<file path="src/hdl/led64_pkg.sv">
// shared types, tables and round functions for the led-64 cipher pipeline
`timescale 1ns / 1ps
`default_nettype none

package led64_pkg;

  // one pipeline slot: valid flag, direction and the 4x4 nibble state
  typedef struct packed {
    logic        valid;
    logic        op;
    logic [63:0] state;
  } stage_t;

  localparam logic OP_ENCRYPT = 1'b0;
  localparam logic OP_DECRYPT = 1'b1;

  localparam int RC_LEN = 48;

  localparam logic [3:0] SBOX_FWD [16] = '{
    4'd12, 4'd5, 4'd6, 4'd11, 4'd9, 4'd0, 4'd10, 4'd13,
    4'd3, 4'd14, 4'd15, 4'd8, 4'd4, 4'd7, 4'd1, 4'd2
  };

  localparam logic [3:0] SBOX_INV [16] = '{
    4'd5, 4'd14, 4'd15, 4'd8, 4'd12, 4'd1, 4'd2, 4'd13,
    4'd11, 4'd4, 4'd6, 4'd3, 4'd0, 4'd7, 4'd9, 4'd10
  };

  localparam logic [3:0] MIX_FWD [4][4] = '{
    '{4'd4, 4'd1, 4'd2, 4'd2},
    '{4'd8, 4'd6, 4'd5, 4'd6},
    '{4'd11, 4'd14, 4'd10, 4'd9},
    '{4'd2, 4'd2, 4'd15, 4'd11}
  };

  localparam logic [3:0] MIX_INV [4][4] = '{
    '{4'd12, 4'd12, 4'd13, 4'd4},
    '{4'd3, 4'd8, 4'd4, 4'd5},
    '{4'd7, 4'd6, 4'd2, 4'd14},
    '{4'd13, 4'd9, 4'd9, 4'd13}
  };

  localparam logic [5:0] RC_TABLE [RC_LEN] = '{
    6'h01, 6'h03, 6'h07, 6'h0F, 6'h1F, 6'h3E, 6'h3D, 6'h3B, 6'h37, 6'h2F,
    6'h1E, 6'h3C, 6'h39, 6'h33, 6'h27, 6'h0E, 6'h1D, 6'h3A, 6'h35, 6'h2B,
    6'h16, 6'h2C, 6'h18, 6'h30, 6'h21, 6'h02, 6'h05, 6'h0B, 6'h17, 6'h2E,
    6'h1C, 6'h38, 6'h31, 6'h23, 6'h06, 6'h0D, 6'h1B, 6'h36, 6'h2D, 6'h1A,
    6'h34, 6'h29, 6'h12, 6'h24, 6'h08, 6'h11, 6'h22, 6'h04
  };

  // nibble k = 4*row+col sits at bits 63-4k downward
  function automatic logic [3:0] nib(input logic [63:0] s, input int k);
    return s[63-4*k -: 4];
  endfunction

  // multiply in gf(16) modulo x^4+x+1
  function automatic logic [3:0] gf_mul(input logic [3:0] a, input logic [3:0] b);
    logic [3:0] acc;
    logic [3:0] x;
    acc = 4'd0;
    x   = a;
    for (int i = 0; i < 4; i++) begin
      if (b[i]) acc = acc ^ x;
      x = x[3] ? ({x[2:0], 1'b0} ^ 4'h3) : {x[2:0], 1'b0};
    end
    return acc;
  endfunction

  function automatic logic [63:0] add_consts(input logic [63:0] s, input logic [5:0] rc);
    logic [63:0] r;
    r = s;
    r[63-4*0 -: 4]  = r[63-4*0 -: 4] ^ 4'd4;
    r[63-4*4 -: 4]  = r[63-4*4 -: 4] ^ 4'd5;
    r[63-4*8 -: 4]  = r[63-4*8 -: 4] ^ 4'd2;
    r[63-4*12 -: 4] = r[63-4*12 -: 4] ^ 4'd3;
    r[63-4*1 -: 4]  = r[63-4*1 -: 4] ^ {1'b0, rc[5:3]};
    r[63-4*9 -: 4]  = r[63-4*9 -: 4] ^ {1'b0, rc[5:3]};
    r[63-4*5 -: 4]  = r[63-4*5 -: 4] ^ {1'b0, rc[2:0]};
    r[63-4*13 -: 4] = r[63-4*13 -: 4] ^ {1'b0, rc[2:0]};
    return r;
  endfunction

  // sbox then rotate row r left by r
  function automatic logic [63:0] sub_shift(input logic [63:0] s);
    logic [63:0] r;
    r = '0;
    for (int row = 0; row < 4; row++) begin
      for (int col = 0; col < 4; col++) begin
        r[63-4*(4*row+col) -: 4] = SBOX_FWD[nib(s, 4*row + ((col + row) % 4))];
      end
    end
    return r;
  endfunction

  // undo sub_shift: rotate row r right by r, then inverse sbox
  function automatic logic [63:0] inv_sub_shift(input logic [63:0] s);
    logic [63:0] r;
    r = '0;
    for (int row = 0; row < 4; row++) begin
      for (int col = 0; col < 4; col++) begin
        r[63-4*(4*row + ((col + row) % 4)) -: 4] = SBOX_INV[nib(s, 4*row+col)];
      end
    end
    return r;
  endfunction

  function automatic logic [63:0] mix(input logic [63:0] s, input logic inverse);
    logic [63:0] r;
    logic [3:0]  acc;
    r = '0;
    for (int col = 0; col < 4; col++) begin
      for (int row = 0; row < 4; row++) begin
        acc = 4'd0;
        for (int k = 0; k < 4; k++) begin
          acc = acc ^ gf_mul(inverse ? MIX_INV[row][k] : MIX_FWD[row][k],
                             nib(s, 4*k+col));
        end
        r[63-4*(4*row+col) -: 4] = acc;
      end
    end
    return r;
  endfunction

endpackage

`default_nettype wire

</file>
<file path="src/hdl/led64_round.sv">
// one registered round stage, encrypt or decrypt, with optional key add
`timescale 1ns / 1ps
`default_nettype none

module led64_round
  import led64_pkg::*;
(
  input  wire logic        clk,
  input  wire logic        rst,
  input  wire logic        en,
  input  wire logic        key_add,
  input  wire logic [5:0]  rc_fwd,
  input  wire logic [5:0]  rc_inv,
  input  wire logic [63:0] key,
  input  wire stage_t      in_stage,
  output stage_t           out_stage
);

  logic [63:0] keyed;
  logic [63:0] fwd_state;
  logic [63:0] inv_state;

  always_comb begin
    keyed     = in_stage.state ^ (key_add ? key : 64'd0);
    fwd_state = mix(sub_shift(add_consts(keyed, rc_fwd)), 1'b0);
    inv_state = add_consts(inv_sub_shift(mix(keyed, 1'b1)), rc_inv);
  end

  // only the valid flag is reset, the payload just follows the enable
  always_ff @(posedge clk) begin
    if (en) begin
      out_stage.op    <= in_stage.op;
      out_stage.state <= (in_stage.op == OP_DECRYPT) ? inv_state : fwd_state;
    end
    if (rst) begin
      out_stage.valid <= 1'b0;
    end else if (en) begin
      out_stage.valid <= in_stage.valid;
    end
  end

endmodule

`default_nettype wire

</file>
<file path="config.mk">
export PLATFORM = sky130hd
export DESIGN_NAME = led64_round
export DESIGN_NICKNAME = d
export VERILOG_FILES = /design/src/hdl/led64_pkg.sv /design/src/hdl/led64_round.sv
export SDC_FILE = /design/constraint.sdc
export NUM_CORES = 1
export LEC_CHECK = 0
export BUFFER_PORTS_ARGS = -buffer_cell sky130_fd_sc_hd__buf_2
export CORE_UTILIZATION = 55
export CTS_BUF_LIST = sky130_fd_sc_hd__clkbuf_4 sky130_fd_sc_hd__clkbuf_8 sky130_fd_sc_hd__clkbuf_16
export CTS_CLUSTER_SIZE = 8
export DETAILED_ROUTE_END_ITERATION = 12
export PLACE_DENSITY = 0.74
export SLEW_MARGIN = 20
export SYNTH_ARGS = -nofsm -noshare
export SYNTH_HDL_FRONTEND = slang
export SYNTH_SLANG_ARGS = --single-unit
</file>
<file path="constraint.sdc">
create_clock -name clk -period 6.23 [get_ports clk]
set_input_delay 0.3115 -clock clk [delete_from_list [all_inputs] [get_ports clk]]
set_output_delay 0.3115 -clock clk [all_outputs]
set_load 0.01 [all_outputs]
</file>
Word-level counts from Yosys, hierarchy flattened
Memories as Yosys holds them, arrays and structs flattened.
Cells that the tools add are included.
{"block": "classes", "addsub": 0, "n_mul": 0, "n_div": 0, "order_cmp": 32, "eq_ne": 0, "shifts": 0, "muxes": 578, "bitwise_logic": 529, "reduce_logical": 0}
{"operator": "two-way mux 4 bit", "n": 308}
{"operator": "two-way mux 3 bit", "n": 144}
{"operator": "bitwise XOR 4 bit", "n": 96}
{"operator": "inverter 2 bit", "n": 168}
{"operator": "inverter 3 bit", "n": 76}
{"operator": "two-way mux 2 bit", "n": 92}
{"operator": ">= comparator 5 bit (second input constant)", "n": 32}
{"operator": "inverter 4 -> 5 bit", "n": 32}
{"operator": "two-way mux 64 bit", "n": 2}
{"operator": "inverter 1 bit", "n": 68}
{"operator": "inverter 1 bit (first input constant)", "n": 64}
{"operator": "inverter 4 bit", "n": 16}
{"operator": "bitwise XOR 64 bit", "n": 1}
{"operator": "two-way mux 1 bit", "n": 32}
{"operator": "bitwise XOR 4 x 3 -> 4 bit", "n": 8}
{"block": "word_totals", "regBits": 66, "latchBits": 0, "mem_bits_rw": 0, "rom_bits": 2048, "word_cells": 1174, "memories": 32}
{"memory": "(no name shown)", "words": 16, "word_bits": 4, "rd": 1, "rd_clocked_by_memory_dff": 0, "write_ports": 0, "line": "led64_pkg.sv:101", "rtl": "r[63-4*(4*row + ((col + row) % 4)) -: 4] = SBOX_INV[nib(s, 4*row+col)];"}
{"memory": "(no name shown)", "words": 16, "word_bits": 4, "rd": 1, "rd_clocked_by_memory_dff": 0, "write_ports": 0, "line": "led64_pkg.sv:101"}
{"memory": "(no name shown)", "words": 16, "word_bits": 4, "rd": 1, "rd_clocked_by_memory_dff": 0, "write_ports": 0, "line": "led64_pkg.sv:101"}
{"memory": "(no name shown)", "words": 16, "word_bits": 4, "rd": 1, "rd_clocked_by_memory_dff": 0, "write_ports": 0, "line": "led64_pkg.sv:101"}
{"memory": "(no name shown)", "words": 16, "word_bits": 4, "rd": 1, "rd_clocked_by_memory_dff": 0, "write_ports": 0, "line": "led64_pkg.sv:101"}
{"memory": "(no name shown)", "words": 16, "word_bits": 4, "rd": 1, "rd_clocked_by_memory_dff": 0, "write_ports": 0, "line": "led64_pkg.sv:101"}
{"memory": "+26 memories"}

Depth between registers and ports, before layout
{"block": "depth", "ltp_word": 18, "depth_mapped": 20}

Worst setup path before layout
No wires, ideal clock.
{"block": "synth_timing", "path_kind": "input port to flip-flop", "from": "input port key_add", "to": "register out_stage[10] (netlist bit) (data pin)", "setup_ns": 0.270, "arrival_ns": 4.123, "slack_ns": 1.837, "path_stages": 20, "n_path_buf": 5, "cell_sequence": "buf_4 buf_6 buf_4 buf_2 nand2_1 xor2_1 inv_1 ha_1 clkbuf_1 xor2_1 xnor2_1 xor2_1 xnor2_1 inv_1 ha_1 nor2b_1 a21o_1 a221oi_1 xor2_1 a21oi_1"}
{"block": "synth_via", "elab_chain_len": 17, "elab_cells_between_ends": 66}
{"item": "start, declared", "line": "led64_round.sv:11", "rtl": "input wire logic key_add,"}
{"item": "two-way mux 64 bit (*)", "line": "led64_round.sv:24", "rtl": "keyed = in_stage.state ^ (key_add ? key : 64'd0);"}
{"item": "bitwise XOR 64 bit (*)", "line": "led64_round.sv:24"}
{"item": "two-way mux 4 bit", "line": "led64_pkg.sv:63", "rtl": "if (b[i]) acc = acc ^ x;"}
{"item": "inverter 2 bit (no source line)"}
{"item": "two-way mux 4 bit", "line": "led64_pkg.sv:63"}
{"item": "inverter 1 bit (no source line)"}
{"item": "two-way mux 1 bit", "line": "led64_pkg.sv:63"}
{"item": "two-way mux 2 bit", "line": "led64_pkg.sv:63"}
{"item": "bitwise XOR 4 bit (3 in a row)", "line": "led64_pkg.sv:115", "rtl": "acc = acc ^ gf_mul(inverse ? MIX_INV[row][k] : MIX_FWD[row][k],"}
{"item": "inverter 4 -> 5 bit (not written as such)", "line": "led64_pkg.sv:101"}
{"item": "memory read (16 x 4 bit)"}
{"item": "two-way mux 4 bit (not written as such) (2 in a row)", "line": "led64_pkg.sv:101"}
{"item": "bitwise XOR 4 x 3 -> 4 bit", "line": "led64_pkg.sv:79", "rtl": "r[63-4*13 -: 4] = r[63-4*13 -: 4] ^ {1'b0, rc[2:0]};"}
{"item": "two-way mux 64 bit (*)", "line": "led64_round.sv:33", "rtl": "out_stage.state <= (in_stage.op == OP_DECRYPT) ? inv_state : fwd_state;"}
{"item": "end, declared", "line": "led64_round.sv:16", "rtl": "output stage_t out_stage"}
Mark *: on every way between the ends. The rest lies on a longest branch, timed or not. The select of a mux whose other input is x is not followed.
A chain may end at the register's enable or synchronous reset.

Final worst setup path
Same ends and word-level chain as after synthesis.

==> run_results.csv <==
group,metric,value,unit
final_layout,diodes,0,
flow_run,drv_cap,0,
worst_setup_path,worstSetupPathType,"input port to flop",
worst_setup_path,reg2regPathDepth,2,
yosys,ys_seq_area_share,10.6,%
clock_network,cts_resized,0,
power,comb_power_share,83.0,%
die,die_y,186,um
hold_path,hold_path_depth,2,
yosys,synth-seq-cells,66,
die,pin_count,212,
final_layout,top_register,"out_stage",
yosys,syn_avg_cell_area,8.55,um^2
yosys,synth_edf_count,65,
sta,hold_violations,0,
power,clkPwrFrac,6.2,%
yosys,syn_nets,2482,
hold_path,min_to,"out_stage[65]",
worst_setup_path,r2r_end,"out_stage[65]",
die,floorplan.initialDensity,55.9,%
power,power_frac_seq,10.8,%
yosys,synthArstFlopShare,0,%
power,p_sw_share,50.5,%
final_layout,num-nets-final,2590,
clock_network,cts_tree,"done",
power,switchingPower,0.00488,W
global_routing,grt_max_degree,77,
sta,rsz0062_at_grt,"false",
clock_network,clock_sinks,66,
global_routing,antenna_found_initial,0,
power,ir_drop,0.000264,V
sta,fin_crit_sh,77.6,%
final_layout,reg_top3,"out_stage (66)",
final_layout,fillers,2959,
clock_network,cts-root-buf,"clkbuf_16",
sta,fin_skew,0,ps
final_layout,largest_register_ffs,66,
placement,dp_hpwl,43.6,mm
final_layout,syn2layout_area_growth,7.83,%
routing,num_vias,16100,
hold_path,hold_start,"rst",
clock_network,clk_latency,350,ps
die,die_w,186,um
worst_setup_path,cp-end-kind,"flop",
yosys,netlist_area,0.0187,mm^2
sta,fmax,207,MHz
routing,via_per_inst,5.87,
routing,drc,0,
sta,setup_viol,0,
yosys,synth-main-ff-cell,"edfxtp_1",
yosys,synthDistinctLibCells,97,
global_routing,grt_overflow,0,
worst_setup_path,worst-path-max-fanout,75,
clock_network,cts_hold_buf,0,
sta,fin_ws,1400,ps
global_routing,grt_pass1_vias,14900,
routing,drt-initial-drc-count,1400,
clock_network,clockBufferDepth,2,
clock_network,cts_buffers,9,
yosys,syn_inst,2187,
global_routing,track_usage,29.5,%
die,dieArea,0.0347,mm^2
yosys,synth_warnings,0,
hold_path,hold_class,"input port to flop",
sta,slew_headroom,30.6,%
sta,fin_crit,4830,ps
power,internal-power,0.00479,W
routing,ant_nets,0,
worst_setup_path,worstSetupStartpointType,"input port",
placement,gp_congestion,0.948,
die,fp.coreArea,0.0334,mm^2
routing,drt-total-wl,53.0,mm
worst_setup_path,r2r_start,"out_stage[65]",
die,rows,67,
routing,drtPass1Iterations,5,
sta,setup_tns,0,ps
worst_setup_path,crit_required,6300,ps
sta,holdWs,118,ps
clock_network,path_clk_slew,60,ps
sta,finalMaxSlewViolations,0,
final_layout,drive_gt1_share,16.5,%
clock_network,cts_max_level,3,
power,p_leak,8.44,nW
placement,dpl_worst_slack,1160,ps
worst_setup_path,r2r_slack,5640,ps
routing,wl_per_cell,19.3,um
placement,io_buffers,211,
power,power_density,480,mW/mm^2
clock_network,cts_setup_buffers,0,
global_routing,grt_pass1_wl,81.8,mm
run_status,status,"completed",
sta,tightest_slew,1030,ps
worst_setup_path,worstPathArrival,4900,ps
==> synthesized netlist by cell type (31+ instances only) <==
| master | count | area share [%] |
|---|---|---|
| nor2_1 | 131 | 2.6 |
| buf_2 | 36 | 0.96 |
| clkbuf_1 | 63 | 1.3 |
| ha_1 | 149 | 10 |
| xnor2_1 | 456 | 21 |
| edfxtp_1 | 65 | 10 |
| mux2i_1 | 95 | 5.1 |
| o21ai_0 | 81 | 2.2 |
| inv_1 | 130 | 2.6 |
| a21oi_1 | 82 | 2.2 |
| o211ai_1 | 31 | 1.2 |
| nand3_1 | 31 | 0.83 |
| nand2_1 | 152 | 3.1 |
| xor2_1 | 158 | 7.4 |
==> power groups by stage <==
stage	combinational, W	sequential (W)	clock, W
after floorplan	0.00592	0.00110	0
after detailed placement	0.00786	0.00105	0
final	0.00803	0.00104	0.000598
after global placement	0.00763	0.00105	0
after global routing	0.00867	0.00106	0.000615
after CTS	0.00792	0.00104	0.000598
==> how the worst max path moves through the flow <==
stage,endpoint,startpoint,depth (start not counted)
floorplan,out_stage[10],key_add,20
global placement,out_stage[10],key_add,16
detailed placement,out_stage[10],key_add,16
CTS,out_stage[10],key_add,16
global route,out_stage[10],key_add,16
finish,out_stage[10],key_add,16
==> cells by family (layout without fill, tap and decap cells) <==
group / after synthesis / count (layout) / share of synthesized area (%)
AOI/OAI and AO/OA: 409 / 409 / 15.3
xor gates and xnor gates: 697 / 697 / 37.2
adders and majority gates: 149 / 149 / 9.97
buffers and inverters: 255 / 368 / 5.72
DFF: 66 / 66 / 10.6
muxes: 138 / 138 / 9.03
and+or+nand+nor: 473 / 473 / 12.2
==> per-stage QoR <==
step / power, W / std cells / utilization, % / cell area (um^2)
detailed placement: 0.00891 / 2732 / 59.2 / 19800
floorplan: 0.00701 / 2187 / - / 18700
CTS: 0.00956 / 2748 / 60.3 / 20200
global route: 0.0103 / 2748 / 60.3 / 20200
global placement: 0.00869 / 2732 / 59.2 / 19800
finish: 0.00967 / 2748 / 60.3 / 20200
==> layer usage <==
layer / wire [um] / global-route usage (%) / up-vias
li1: - / - / 7687
met1: 23000 / 40.6 / 7744
met2: 25000 / 49.4 / 656
met3: 4030 / 3.35 / 50
met4: 957 / 6.45 / 0
met5: 0 / 0 / -
==> critical path, stage by stage <==
cell and delay (ps):
buf_4 610, nand2_1 140, xor2_1 480, inv_1 190, ha_1 500, xor2_1 300, xnor2_1 230, xor2_1 150
xnor2_1 440, inv_1 190, ha_1 430, nor2b_1 120, a21o_1 180, a221oi_1 330, xor2_1 180, a21oi_1 80
==> layout by cell type, fill, tap and decap left out, drive strengths merged, types with 20 or more instances in the layout <==
master / instances
nor3: 29
mux2i: 97
o21ai: 93
inv: 133
o211ai: 31
nor2b: 24
xnor2: 486
ha: 149
buf: 220
a21oi: 86
nand2: 153
mux4: 22
xor2: 180
xnor3: 20
edfxtp: 65
nor2: 133
nand3: 31
nand2b: 22
==> layout make-up <==
class,instances,area [um^2],share of cell area (%)
multi-input combinational,1866,15600,77.6
sequential,66,1970,9.78
timing repair buffer,220,1130,5.61
tap,448,561,2.78
inverter,132,495,2.46
clock buffer,10,233,1.15
clock inverter,6,113,0.559
Note: power is estimated with default switching activity, not from simulation.
